## src/design/hkse_pkg.sv

```systemverilog
// ----------------------------------------------------------------------------
// hkse_pkg
// Types and constants shared by the hex keypad scan/entry block.
// ----------------------------------------------------------------------------
package hkse_pkg;

  // Row nibble patterns (active low, one row pulled down)
  localparam logic [3:0] ROWS_IDLE  = 4'hF;
  localparam logic [3:0] ROW0_LOW   = 4'hE;
  localparam logic [3:0] ROW1_LOW   = 4'hD;
  localparam logic [3:0] ROW2_LOW   = 4'hB;
  localparam logic [3:0] ROW3_LOW   = 4'h7;

  // Confirm nibble value that means the confirm key is held
  localparam logic [3:0] CONFIRM_HELD = 4'hE;

  // Key code of the confirm key
  localparam logic [4:0] CONFIRM_CODE = 5'd16;

  // Register indexes on the configuration port
  localparam logic [1:0] REG_HOLD_THRESHOLD       = 2'd0;
  localparam logic [1:0] REG_DIGIT_REPEAT_DELAY   = 2'd1;
  localparam logic [1:0] REG_CONFIRM_REPEAT_DELAY = 2'd2;

  // Register reset values
  localparam logic [3:0] HOLD_THRESHOLD_RST       = 4'd2;
  localparam logic [6:0] DIGIT_REPEAT_DELAY_RST   = 7'd20;
  localparam logic [6:0] CONFIRM_REPEAT_DELAY_RST = 7'd100;

  typedef struct packed {
    logic [3:0] row_levels;
    logic [3:0] confirm_levels;
  } in_item_t;

  typedef struct packed {
    logic [3:0]  column_drive;
    logic        key_valid;
    logic [4:0]  key_code;
    logic        number_valid;
    logic [15:0] number_value;
  } out_item_t;

  // Classified tick handed from the front end to the back end
  typedef struct packed {
    logic [3:0] column_drive;
    logic       key_press;
    logic [3:0] key_digit;
    logic       release_hold;
    logic       confirm_press;
  } cmd_t;

  typedef struct packed {
    logic [3:0] hold_threshold;
    logic [6:0] digit_repeat_delay;
    logic [6:0] confirm_repeat_delay;
  } cfg_t;

  // Active-low drive pattern of a column
  function automatic logic [3:0] col_pattern(input logic [1:0] col);
    logic [3:0] pat;
    unique case (col)
      2'd0:    pat = 4'h7;
      2'd1:    pat = 4'hB;
      2'd2:    pat = 4'hD;
      default: pat = 4'hE;
    endcase
    return pat;
  endfunction

endpackage

```

## src/design/hkse_fifo.sv

```systemverilog
// ----------------------------------------------------------------------------
// hkse_fifo
// Small register queue with push/full and pop/empty handshakes.
// ----------------------------------------------------------------------------
module hkse_fifo #(
  parameter int unsigned WIDTH = 8,
  parameter int unsigned DEPTH = 2
) (
  input  logic             clk,
  input  logic             rst_n,
  input  logic             push,
  input  logic [WIDTH-1:0] wr_data,
  output logic             full,
  input  logic             pop,
  output logic [WIDTH-1:0] rd_data,
  output logic             empty
);

  localparam int unsigned AW = (DEPTH > 1) ? $clog2(DEPTH) : 1;
  localparam int unsigned CW = $clog2(DEPTH + 1);
  localparam logic [AW-1:0] LAST = AW'(DEPTH - 1);
  localparam logic [CW-1:0] CNT_FULL = CW'(DEPTH);

  logic [WIDTH-1:0] mem_r [DEPTH];
  logic [AW-1:0]    wr_ptr_r, wr_ptr_nxt;
  logic [AW-1:0]    rd_ptr_r, rd_ptr_nxt;
  logic [CW-1:0]    count_r, count_nxt;
  logic             do_push, do_pop;

  assign full    = (count_r == CNT_FULL);
  assign empty   = (count_r == '0);
  assign do_push = push && !full;
  assign do_pop  = pop && !empty;
  assign rd_data = mem_r[rd_ptr_r];

  always_comb begin
    wr_ptr_nxt = wr_ptr_r;
    rd_ptr_nxt = rd_ptr_r;
    count_nxt  = count_r;
    if (do_push) begin
      wr_ptr_nxt = (wr_ptr_r == LAST) ? '0 : wr_ptr_r + 1'b1;
    end
    if (do_pop) begin
      rd_ptr_nxt = (rd_ptr_r == LAST) ? '0 : rd_ptr_r + 1'b1;
    end
    if (do_push && !do_pop) begin
      count_nxt = count_r + 1'b1;
    end else if (do_pop && !do_push) begin
      count_nxt = count_r - 1'b1;
    end
  end

  always_ff @(posedge clk) begin
    if (!rst_n) begin
      wr_ptr_r <= '0;
      rd_ptr_r <= '0;
      count_r  <= '0;
    end else begin
      wr_ptr_r <= wr_ptr_nxt;
      rd_ptr_r <= rd_ptr_nxt;
      count_r  <= count_nxt;
    end
  end

  always_ff @(posedge clk) begin
    if (do_push) begin
      mem_r[wr_ptr_r] <= wr_data;
    end
  end

endmodule

```

## src/design/hkse_front.sv

```systemverilog
// ----------------------------------------------------------------------------
// hkse_front
// Scan front end: tracks the driven column, decodes the row nibble and
// classifies each tick into a press, a release or nothing, and flags the confirm key.
// ----------------------------------------------------------------------------
module hkse_front (
  input  logic             clk,
  input  logic             rst_n,
  input  logic             accept,
  input  hkse_pkg::in_item_t item,
  output hkse_pkg::cmd_t   cmd
);
  import hkse_pkg::*;

  logic [1:0] scan_col_r, scan_col_nxt;
  logic       held_col_vld_r, held_col_vld_nxt;
  logic [1:0] held_col_r, held_col_nxt;
  logic [1:0] row_idx;
  logic [1:0] col_inv;

  assign col_inv      = 2'd3 - scan_col_r;
  assign scan_col_nxt = scan_col_r + 2'd1;

  // Single low row gives its index; several low rows decode as key 0
  always_comb begin
    unique case (item.row_levels)
      ROW0_LOW: row_idx = 2'd0;
      ROW1_LOW: row_idx = 2'd1;
      ROW2_LOW: row_idx = 2'd2;
      ROW3_LOW: row_idx = 2'd3;
      default:  row_idx = 2'd0;
    endcase
  end

  always_comb begin
    cmd               = '0;
    held_col_vld_nxt  = held_col_vld_r;
    held_col_nxt      = held_col_r;
    cmd.column_drive  = col_pattern(scan_col_nxt);
    cmd.confirm_press = (item.confirm_levels == CONFIRM_HELD);
    if (item.row_levels != ROWS_IDLE) begin
      cmd.key_press    = 1'b1;
      held_col_vld_nxt = 1'b1;
      held_col_nxt     = scan_col_r;
      if ((item.row_levels == ROW0_LOW) || (item.row_levels == ROW1_LOW) ||
          (item.row_levels == ROW2_LOW) || (item.row_levels == ROW3_LOW)) begin
        cmd.key_digit = {row_idx, col_inv};
      end
    end else if (held_col_vld_r && (held_col_r == scan_col_r)) begin
      cmd.release_hold = 1'b1;
      held_col_vld_nxt = 1'b0;
    end
  end

  always_ff @(posedge clk) begin
    if (!rst_n) begin
      scan_col_r     <= '0;
      held_col_vld_r <= 1'b0;
      held_col_r     <= '0;
    end else if (accept) begin
      scan_col_r     <= scan_col_nxt;
      held_col_vld_r <= held_col_vld_nxt;
      held_col_r     <= held_col_nxt;
    end
  end

endmodule

```

## src/design/hkse_back.sv

```systemverilog
// ----------------------------------------------------------------------------
// hkse_back
// Back end: hold qualification with auto-repeat for keypad and confirm key,
// and hex number entry.
// ----------------------------------------------------------------------------
module hkse_back #(
  parameter int unsigned NUMBER_DIGITS = 4
) (
  input  logic              clk,
  input  logic              rst_n,
  input  logic              fire,
  input  hkse_pkg::cmd_t    cmd,
  input  hkse_pkg::cfg_t    cfg,
  output hkse_pkg::out_item_t result
);
  import hkse_pkg::*;

  localparam int unsigned LW = $clog2(NUMBER_DIGITS + 1);
  localparam logic [LW-1:0]   DIGITS     = LW'(NUMBER_DIGITS);
  localparam logic [LW+1:0]   SLOT_LIMIT = (LW + 2)'(4);

  logic              held_key_vld_r, held_key_vld_nxt;
  logic [4:0]        held_key_r, held_key_nxt;
  logic signed [7:0] hold_ticks_r, hold_ticks_nxt;
  logic [15:0]       entry_r, entry_nxt;
  logic [LW-1:0]     digits_left_r, digits_left_nxt;

  always_comb begin
    logic              kvld;
    logic [4:0]        kcode;
    logic              nvld;
    logic [15:0]       nval;
    logic [LW-1:0]     left;
    logic [LW+1:0]     slot;
    logic [4:0]        dkey;
    logic signed [7:0] thr;

    kvld             = 1'b0;
    kcode            = '0;
    nvld             = 1'b0;
    nval             = '0;
    dkey             = {1'b0, cmd.key_digit};
    thr              = $signed({4'b0000, cfg.hold_threshold});
    held_key_vld_nxt = held_key_vld_r;
    held_key_nxt     = held_key_r;
    hold_ticks_nxt   = hold_ticks_r;
    entry_nxt        = entry_r;
    digits_left_nxt  = digits_left_r;

    // keypad key
    if (cmd.key_press) begin
      if (held_key_vld_nxt && (held_key_nxt == dkey)) begin
        hold_ticks_nxt = hold_ticks_nxt + 8'sd1;
      end else begin
        held_key_vld_nxt = 1'b1;
        held_key_nxt     = dkey;
        hold_ticks_nxt   = '0;
      end
      if (hold_ticks_nxt >= thr) begin
        hold_ticks_nxt = -$signed({1'b0, cfg.digit_repeat_delay});
        kvld           = 1'b1;
        kcode          = dkey;
      end
    end else if (cmd.release_hold) begin
      hold_ticks_nxt = '0;
    end

    // confirm key, after the keypad, same hold state
    if (cmd.confirm_press) begin
      if (held_key_vld_nxt && (held_key_nxt == CONFIRM_CODE)) begin
        hold_ticks_nxt = hold_ticks_nxt + 8'sd1;
      end else begin
        held_key_vld_nxt = 1'b1;
        held_key_nxt     = CONFIRM_CODE;
        hold_ticks_nxt   = '0;
      end
      if (hold_ticks_nxt >= thr) begin
        hold_ticks_nxt = -$signed({1'b0, cfg.confirm_repeat_delay});
        kvld           = 1'b1;
        kcode          = CONFIRM_CODE;
      end
    end

    // number entry
    left = digits_left_r;
    if ((left == '0) || (left > DIGITS)) begin
      left = DIGITS;
    end
    slot = '0;
    if (kvld) begin
      if (kcode != CONFIRM_CODE) begin
        // digit lands in slot left-1 counted from the bottom nibble
        slot = {2'b00, left - 1'b1};
        if (slot < SLOT_LIMIT) begin
          entry_nxt = entry_r + ({12'h000, kcode[3:0]} << {slot, 2'b00});
        end
        left = left - 1'b1;
        if (left == '0) begin
          nvld = 1'b1;
          nval = entry_nxt;
        end
      end else begin
        // early confirm: right-justify what was typed
        slot = {2'b00, left};
        nvld = 1'b1;
        if (slot < SLOT_LIMIT) begin
          nval = entry_r >> {slot, 2'b00};
        end
        left = '0;
      end
      if (left == '0) begin
        entry_nxt = '0;
        left      = DIGITS;
      end
      digits_left_nxt = left;
    end

    result.column_drive = cmd.column_drive;
    result.key_valid    = kvld;
    result.key_code     = kcode;
    result.number_valid = nvld;
    result.number_value = nval;
  end

  always_ff @(posedge clk) begin
    if (!rst_n) begin
      held_key_vld_r <= 1'b0;
      held_key_r     <= '0;
      hold_ticks_r   <= '0;
      entry_r        <= '0;
      digits_left_r  <= DIGITS;
    end else if (fire) begin
      held_key_vld_r <= held_key_vld_nxt;
      held_key_r     <= held_key_nxt;
      hold_ticks_r   <= hold_ticks_nxt;
      entry_r        <= entry_nxt;
      digits_left_r  <= digits_left_nxt;
    end
  end

endmodule

```

## src/design/hex_keypad_scan_entry_top.sv

```systemverilog
// ----------------------------------------------------------------------------
// hex_keypad_scan_entry_top
// 4x4 hex keypad scanner with confirm key, hold qualification, auto-repeat
// and 4-digit hex number entry.
// ----------------------------------------------------------------------------
//
//  channel | ports                                    | item
//  --------+------------------------------------------+---------------------
//  input   | push, full, in_item                      | one scan tick
//  result  | pop, empty, out_item                     | one result per tick
//  config  | psel, penable, pwrite, paddr, pwdata,    | 3 registers at 0x0,
//          | prdata, pready                           | 0x4, 0x8
//
//  One item per clock sustained while the result queue is popped. An item
//  is classified in the front end on the accept edge, sits in a 2-entry
//  command queue, is worked off by the back end and lands in a 2-entry
//  result queue; empty goes low once that result is written. full rises
//  only when both queues back up under a stalled pop. rst_n is synchronous,
//  active low; registers return to 2, 20 and 100; hold/entry state clears.
//
module hex_keypad_scan_entry_top #(
  parameter int unsigned NUMBER_DIGITS = 4
) (
  input  logic                clk,
  input  logic                rst_n,
  // input queue side
  input  logic                push,
  output logic                full,
  input  hkse_pkg::in_item_t  in_item,
  // result queue side
  input  logic                pop,
  output logic                empty,
  output hkse_pkg::out_item_t out_item,
  // configuration
  input  logic                psel,
  input  logic                penable,
  input  logic                pwrite,
  input  logic [3:0]          paddr,
  input  logic [31:0]         pwdata,
  output logic [31:0]         prdata,
  output logic                pready
);
  import hkse_pkg::*;

  localparam int unsigned CMD_W = $bits(cmd_t);
  localparam int unsigned OUT_W = $bits(out_item_t);

  // --------------------------------------------------------------------------
  // Configuration registers
  // --------------------------------------------------------------------------
  cfg_t       cfg_r;
  logic       cfg_wr;
  logic [1:0] reg_idx;

  assign pready  = 1'b1;
  assign reg_idx = paddr[3:2];
  assign cfg_wr  = psel && penable && pwrite && pready;

  always_ff @(posedge clk) begin
    if (!rst_n) begin
      cfg_r.hold_threshold       <= HOLD_THRESHOLD_RST;
      cfg_r.digit_repeat_delay   <= DIGIT_REPEAT_DELAY_RST;
      cfg_r.confirm_repeat_delay <= CONFIRM_REPEAT_DELAY_RST;
    end else if (cfg_wr) begin
      case (reg_idx)
        REG_HOLD_THRESHOLD:       cfg_r.hold_threshold       <= pwdata[3:0];
        REG_DIGIT_REPEAT_DELAY:   cfg_r.digit_repeat_delay   <= pwdata[6:0];
        REG_CONFIRM_REPEAT_DELAY: cfg_r.confirm_repeat_delay <= pwdata[6:0];
        default: ;  // no register there
      endcase
    end
  end

  always_comb begin
    case (reg_idx)
      REG_HOLD_THRESHOLD:       prdata = {28'h0, cfg_r.hold_threshold};
      REG_DIGIT_REPEAT_DELAY:   prdata = {25'h0, cfg_r.digit_repeat_delay};
      REG_CONFIRM_REPEAT_DELAY: prdata = {25'h0, cfg_r.confirm_repeat_delay};
      default:                  prdata = '0;
    endcase
  end

  // --------------------------------------------------------------------------
  // Front end: column tracking and key classification
  // --------------------------------------------------------------------------
  logic       in_accept;
  cmd_t       front_cmd;

  assign in_accept = push && !full;

  hkse_front u_front (
    .clk    (clk),
    .rst_n  (rst_n),
    .accept (in_accept),
    .item   (in_item),
    .cmd    (front_cmd)
  );

  // --------------------------------------------------------------------------
  // Command queue between front and back
  // --------------------------------------------------------------------------
  logic             cmdq_empty;
  logic [CMD_W-1:0] cmdq_data;
  cmd_t             back_cmd;
  logic             back_fire;
  logic             resq_full;

  hkse_fifo #(
    .WIDTH (CMD_W),
    .DEPTH (2)
  ) u_cmd_q (
    .clk     (clk),
    .rst_n   (rst_n),
    .push    (in_accept),
    .wr_data (front_cmd),
    .full    (full),
    .pop     (back_fire),
    .rd_data (cmdq_data),
    .empty   (cmdq_empty)
  );

  assign back_cmd  = cmd_t'(cmdq_data);
  // back end takes a command whenever the result queue has room
  assign back_fire = !cmdq_empty && !resq_full;

  // --------------------------------------------------------------------------
  // Back end: hold/repeat qualification and number entry
  // --------------------------------------------------------------------------
  out_item_t back_result;

  hkse_back #(
    .NUMBER_DIGITS (NUMBER_DIGITS)
  ) u_back (
    .clk    (clk),
    .rst_n  (rst_n),
    .fire   (back_fire),
    .cmd    (back_cmd),
    .cfg    (cfg_r),
    .result (back_result)
  );

  // --------------------------------------------------------------------------
  // Result queue
  // --------------------------------------------------------------------------
  logic [OUT_W-1:0] resq_data;

  hkse_fifo #(
    .WIDTH (OUT_W),
    .DEPTH (2)
  ) u_res_q (
    .clk     (clk),
    .rst_n   (rst_n),
    .push    (back_fire),
    .wr_data (back_result),
    .full    (resq_full),
    .pop     (pop),
    .rd_data (resq_data),
    .empty   (empty)
  );

  assign out_item = out_item_t'(resq_data);

endmodule
```

## config.mk

```make
export PLATFORM = sky130hd
export DESIGN_NAME = hex_keypad_scan_entry_top
export DESIGN_NICKNAME = d
export VERILOG_FILES = /design/src/design/hkse_pkg.sv /design/src/design/hkse_fifo.sv /design/src/design/hkse_front.sv /design/src/design/hkse_back.sv /design/src/design/hex_keypad_scan_entry_top.sv
export SDC_FILE = /design/constraint.sdc
export NUM_CORES = 1
export LEC_CHECK = 0
export BUFFER_PORTS_ARGS = -buffer_cell sky130_fd_sc_hd__buf_2
export CAP_MARGIN = 20
export CORE_MARGIN = 4
export CORE_UTILIZATION = 50
export DETAILED_ROUTE_END_ITERATION = 16
export PLACE_DENSITY_LB_ADDON = 0.2
export SKIP_LAST_GASP = 1
export SYNTH_ARGS = -nofsm -noshare
export SYNTH_HDL_FRONTEND = slang
export SYNTH_HIERARCHICAL = 1
export SYNTH_SLANG_ARGS = --single-unit
```

## constraint.sdc

```tcl
create_clock -name clk -period 8 [get_ports clk]
set_clock_uncertainty 0.2 [all_clocks]
set_input_delay 1.2 -clock clk [delete_from_list [all_inputs] [get_ports clk]]
set_output_delay 1.2 -clock clk [all_outputs]
set_load 0.01 [all_outputs]
```

* Word-level counts from Yosys, hierarchy flattened *
Memory sizes are Yosys's and may differ from the RTL's. A register that Yosys moved wholly into a read port is not among the register bits.
Index checks and enable logic that the tools add are counted.

cells by class
  $add $sub $neg = 16
  $lt $le $gt $ge = 5
  equal/unequal tests = 16
  shift-type cells = 2
  mux-type cells = 64
  reduce and logical (&&, ||, !) cells = 45

operators by type and width
  operator                                                       number
  16-bit two-way mux                                             7
  8-bit two-way mux                                              9
  5-bit two-way mux                                              8
  1-bit two-way mux                                              27
  7-bit case mux with 3 select lines                             1
  16-bit adder                                                   1
  8-bit by 2-bit adder with 8-bit output, second input constant  2
  4-bit == test, second input constant                           4
  8-bit by 5-bit greater-or-equal comparator with 1-bit output   2
  7-bit negation with 8-bit output                               2
  4-bit by 5-bit left shift with 16-bit output                   1
  16-bit by 5-bit right shift with 16-bit output                 1
  1-bit logical AND                                              15
  3-bit two-way mux                                              4
  4-bit case mux with 3 select lines                             1
  2-bit AND reduction                                            6
  3-bit zero test                                                3
  2-bit == test, second input constant                           4
  1-bit zero test                                                8
  2-bit zero test                                                4
  2-bit two-way mux                                              4
  4-bit two-way mux                                              2
  2-bit nonzero test                                             4
  2-bit by 1-bit adder with 2-bit output, second input constant  3
  16 further kinds                                               25

word-level totals
  bits in registers = 64
  RAM bits = 76
  input port bits = 51
  output and inout port bits = 62
  logic and storage cells = 167
  memories = 2

memories
  name           words  width  read ports  clocked after Yosys merged registers in  write ports  line             RTL
  u_res_q.mem_r  2      27     1           1                                        1            hkse_fifo.sv:24  logic [WIDTH-1:0] mem_r [DEPTH];
  u_cmd_q.mem_r  2      11     1           1                                        1            hkse_fifo.sv:24

* Depth between registers and ports, before layout *
  word-level depth = 19
  depth in mapped cells = 43
  depth with buffers taken out = 41

* Modules after synthesis *
The synthesis kept the hierarchy.

modules (own cells, without submodules)
  module                     instances  cells an instance  area an instance (µm²)  sequential area each (µm²)
  hkse_back                  1          506                3849.9                  660.6
  hkse_fifo (u_res_q)        1          109                2179.6                  1721.7
  hex_keypad_scan_entry_top  1          128                1129.8                  360.3
  hkse_fifo (u_cmd_q)        1          59                 1023.5                  760.7
  hkse_front                 1          46                 384.1                   100.1

* Worst setup path after synthesis *
OpenSTA, ideal clock, no wires.

  kind = reg2reg
  start point = register (tool-made name)
  end point = memory u_res_q/mem_r[0][14] (netlist name), data pin
  setup time = 0.260 ns
  arrival time = 8.030 ns
  required time = 7.540 ns
  setup slack = -0.490 ns
  stages on the path, launching flop included = 42
  buffers on the path = 3
  period minus slack after synthesis = 8.490 ns
  cells stage by stage = dfxtp_1 -> buf_2 -> mux2_2 -> xnor2_1 -> and3_1 -> buf_2 -> nand3_1 -> ha_1 -> nand2b_1 -> a2111oi_2 -> or2_2 -> a211oi_2 -> buf_4 -> nand2_1 -> or3b_2 -> ha_1 -> and2_1 -> nor3_1 -> (+6 left out) -> o21ai_4 -> inv_4 -> nor2_2 -> nand2_1 -> nor2_1 -> ha_1 -> a21o_1 -> a21oi_1 -> o21bai_1 -> a21oi_1 -> o21ai_0 -> a21oi_1 -> o21bai_1 -> a2111oi_0 -> o31ai_1 -> a21oi_1 -> xnor2_1 -> a22o_1

RTL lines
  element    line
  to (decl)  hkse_fifo.sv:24

==> metrics.md <==
| Metric | Value |
|---|---|
| Post-synth ARST share | `0%` |
| Maximum vdd ir drop | `0.164 mV` |
| H-Tree Level Count | `4` |
| Total buffers and inverters traversed by the critical path | `5` |
| Number of nets in the layout | `around 1100` |
| Final number of hold-violating endpoints | `0` |
| CTS tree | `done` |
| Worst path setup slack after routing | `167 ps` |
| Maximum clock path buffer count | `2` |
| Slew at the pin with the worst max-slew slack | `1020 ps` |
| Most frequent cells in the layout | `84 x sky130_fd_sc_hd__buf_4, 78 x sky130_fd_sc_hd__nand2_1, 76 x sky130_fd_sc_hd__edfxtp_1` |
| Portion of total power attributed to sequential cells | `between 30 and 40%` |
| Post-route clock period utilization | `a little over nine tenths` |
| Total setup violations reported at the end of the flow | `0` |
| Standard-cell rows | `47` |
| Relative area change from synthesis to final layout | `22.4%` |
| Fraction of final layout cells sized beyond drive strength 1 | `a little under a third` |
| Wire length reported by the detailed router | `19700 µm` |
| Post-synthesis instance area | `0.00857 mm²` |
| Switching Share | `33.4%` |
| CTS root buf | `sky130_fd_sc_hd__clkbuf_16` |
| Lkg Pwr | `about 4.2 nW` |
| Final ANT Viol Nets | `0` |
| Number of synthesized flops with an enable pin | `76` |
| Pin count of the biggest net entering global routing | `68` |
| Flops & latches, synth | `about 140` |
| Number of antenna violations at the first check in global routing | `0` |
| Logic depth of the worst path, buffers included | `40` |
| GP Congestion | `just over 0.9` |
| Vertical die dimension | `139 µm` |
| Data arrival at the endpoint of the critical path | `a little under 8000 ps` |
| Number of inserted filler cells in the final layout | `1372` |
| Cell count after placement | `1156` |
| Worst-path cell with the longest stage delay | `sky130_fd_sc_hd__a2111oi_4` |
| Path class of the lowest-slack min-delay path | `reg -> reg` |
| Buffers added on ports | `59` |
| Sequential cell area | `0.00360 mm²` |
| Via count of the first global-routing pass | `between 6000 and 7000` |
| Required time reported for the critical path endpoint | `7960 ps` |
| Max_cap viols | `0` |
| TritonCTS sink count | `about 140` |
| Start-to-end type of the worst setup path | `reg -> reg` |
| Max Freq | `between 0.1 and 0.15 GHz` |
| Dpl ws | `-329 ps` |
| Post-CTS clock slew at the launch and capture registers of the worst setup and hold paths | `approximately 60 ps` |
| Horizontal extent of the die | `between 100 and 150 µm` |
| CP endpoint | `u_res_q/mem_r[0][15]` |
| Total chip power | `about 0.0027 W` |
| Clock share of power | `28.6%` |
| First-pass GRT wire length | `31300 µm` |
| Number of detailed-route iterations in the first pass | `5` |
| Portion of total power attributed to combinational logic | `33.4%` |
| Gr usage total | `between 10% and 20%` |
| Remaining design rule violation count | `0` |
| Area of the die | `0.0193 mm²` |
| CP delay by family, top | `compound AO/OA/AOI/OAI gates` |
| Internal portion of total power | `around 0.0018 W` |
| Vias | `a little under 7000` |
| Sort of element at the start of the critical path | `register` |
| Placeable Area | `between 0.015 and 0.02 mm²` |
| Diode count | `0` |
| Synthesized area per cell | `10.1 µm²` |
| Distinct cells, synth | `91` |
| Crit path largest cell delay | `roughly 370 ps` |
| Iteration-0 DRC count of the detailed router | `484` |
| RR Endpoint | `u_res_q/mem_r[0][15]` |
| Critical path endpoint category | `register` |
| Length in cells of the worst reg-to-reg path | `40` |
| Status | `finished, final reports clean` |
| Proportion of synthesized chip area in sequential cells | `a little over two fifths` |
| Yosys synthesis warning count | `6` |
| Commonest non-fill, non-tap cell in the layout | `sky130_fd_sc_hd__buf_4` |
| HPWL Detailed | `about 14000 µm` |
| Post-Synthesis Cells | `around 850` |
| Routed len/inst | `about 16 µm` |
| Final instance count without filler cells | `approximately 1200` |
| Pins over their slew limit | `0` |
| Total clock buffers created by CTS | `17` |
| Max-slew headroom | `31.5%` |
| I/O pin count | `113` |
| Min Clock Period, post-route | `7830 ps` |
| Total grt overflow | `0` |
| Max FO, Critical Path | `4` |
| Hold_buf cts | `0` |
| Initial standard-cell utilization of the core | `between 50% and 60%` |
| Cell area power density | `253 mW/mm²` |
| Reg2Reg Setup Slack | `170 ps` |
| Average vias per placed instance | `roughly 5.6` |
| Clock insertion delay at the later pin of the skew report | `between 400 and 500 ps` |
| Switching pwr | `0.000889 W` |
| Multi-input gate area in the final layout | `approximately 0.005 mm²` |
| Dominant synthesized flop cell | `sky130_fd_sc_hd__edfxtp_1` |
| Setup repair after global routing missed its margin | `yes` |
| Post-Route Setup TNS | `0 ps` |
==> kinds of logic after synthesis <==
family | Yosys count | share of synthesized area, %
muxes | 71 | 8.85
DFF | 142 | 42.1
AOI/OAI and AO/OA | 174 | 15.3
buffers and inverters | 105 | 6.66
adders and majority gates | 37 | 5.49
and+or+nand+nor | 272 | 17.0
other | 2 | 0.0877
xor gates and xnor gates | 45 | 4.60
==> worst register-to-register path, delay by kind of cell, from the launching register on <==
| kind | cells | cell delay [ps] |
|---|---|---|
| DFF | 1 | 350 |
| muxes | 1 | 330 |
| adders and majority gates | 4 | 790 |
| AOI/OAI and AO/OA | 15 | 2920 |
| xor gates and xnor gates | 1 | 170 |
| buffers and inverters | 5 | 580 |
| and+or+nand+nor | 14 | 2220 |
==> metal layers <==
layer  vias to the layer above  global-route usage (%)  share of wire, %
li1                       3315                       -                 -
met1                      3210                    25.7                44
met2                       214                    33.4                49
met3                        34                    4.07               5.7
met4                         0                    6.08               2.1
met5                         -                       0                 0
==> worst min-delay path by stage <==
stage / startpoint / slack [ps] / to / cells after the start
final: u_front/held_col_vld_r / 280 / u_front/held_col_vld_r / 2
after global routing: u_front/held_col_vld_r / 290 / u_front/held_col_vld_r / 2
after CTS: u_front/held_col_vld_r / 280 / u_front/held_col_vld_r / 2
after detailed placement: u_front/held_col_vld_r / 270 / u_front/held_col_vld_r / 2
after global placement: u_front/held_col_r[0] / 260 / u_front/held_col_r[0] / 2
after floorplan: u_front/held_col_vld_r / 250 / u_front/held_col_vld_r / 2
==> metrics by stage <==
| stage | utilization [%] | hold slack (ps) | cell area (µm²) |
|---|---|---|---|
| floorplan | - | 247 | 8760 |
| global placement | 56.3 | 258 | 9400 |
| detailed placement | 56.3 | 267 | 9400 |
| CTS | 61.0 | 279 | 10200 |
| global route | 62.8 | 289 | 10500 |
| finish | 62.8 | 280 | 10500 |
==> flip-flops by register name (all words and copies together) (netlist names), 2 cells and up, named ones only <==
register,cells
u_back/digits_left_r,3
u_back/held_key_r,5
u_res_q/count_r,2
u_front/scan_col_r,2
u_cmd_q/mem_r,22
u_res_q/mem_r,54
cfg_r,18
u_front/held_col_r,2
u_back/hold_ticks_r,8
u_cmd_q/count_r,2
u_back/entry_r,16
==> timing repair <==
item,4_1_cts,5_1_grt
gates resized for setup,20,39
setup buffers,18,7
pin swaps,25,41
setup endpoints to repair,14,18
==> layout make-up <==
type | instances | area share (%)
Inverter | 48 | 1.74
Clock buffer | 18 | 4.19
Clock inverter | 14 | 1.24
Multi-Input combinational cell | 625 | 46.7
Timing Repair Buffer | 146 | 9.15
Tap cell | 220 | 2.62
Sequential cell | 142 | 34.4
==> Yosys cell counts (5+ instances only) <==
master,instances,area [µm²]
sky130_fd_sc_hd__o21ai_0,36,180
sky130_fd_sc_hd__ha_1,36,450
sky130_fd_sc_hd__a22o_1,21,184
sky130_fd_sc_hd__nand4_1,5,31.3
sky130_fd_sc_hd__inv_1,43,161
sky130_fd_sc_hd__nand2b_1,6,37.5
sky130_fd_sc_hd__xor2_1,20,175
sky130_fd_sc_hd__nor2b_1,11,68.8
sky130_fd_sc_hd__buf_4,35,263
sky130_fd_sc_hd__nor2_1,54,203
sky130_fd_sc_hd__a21boi_0,5,37.5
sky130_fd_sc_hd__xnor2_1,25,219
sky130_fd_sc_hd__o211ai_1,9,67.6
sky130_fd_sc_hd__or3_1,5,31.3
sky130_fd_sc_hd__clkbuf_1,7,26.3
sky130_fd_sc_hd__a32o_1,6,60.1
sky130_fd_sc_hd__nand3_1,27,135
sky130_fd_sc_hd__or2_2,7,43.8
sky130_fd_sc_hd__a21oi_1,20,100
sky130_fd_sc_hd__o22ai_1,7,43.8
sky130_fd_sc_hd__nand2_1,82,308
sky130_fd_sc_hd__mux2_2,38,428
sky130_fd_sc_hd__and2_1,20,125
sky130_fd_sc_hd__buf_2,10,50.1
sky130_fd_sc_hd__mux2i_1,33,330
sky130_fd_sc_hd__edfxtp_1,76,2280
sky130_fd_sc_hd__nor4_1,5,31.3
sky130_fd_sc_hd__nor3_1,9,45.0
sky130_fd_sc_hd__dfxtp_1,66,1320
sky130_fd_sc_hd__a32oi_1,5,43.8
sky130_fd_sc_hd__and3_1,10,62.6
==> power by group through the flow <==
stage | Sequential (W) | Clock (W) | Combinational (W)
detailed placement | 0.00102 | 0 | 0.000812
global placement | 0.00102 | 0 | 0.000806
CTS | 0.00101 | 0.000766 | 0.000853
finish | 0.00101 | 0.000759 | 0.000889
global route | 0.00103 | 0.000795 | 0.000977
floorplan | 0.00101 | 0 | 0.000573
No activity file was read; power rests on OpenSTA's default activity.
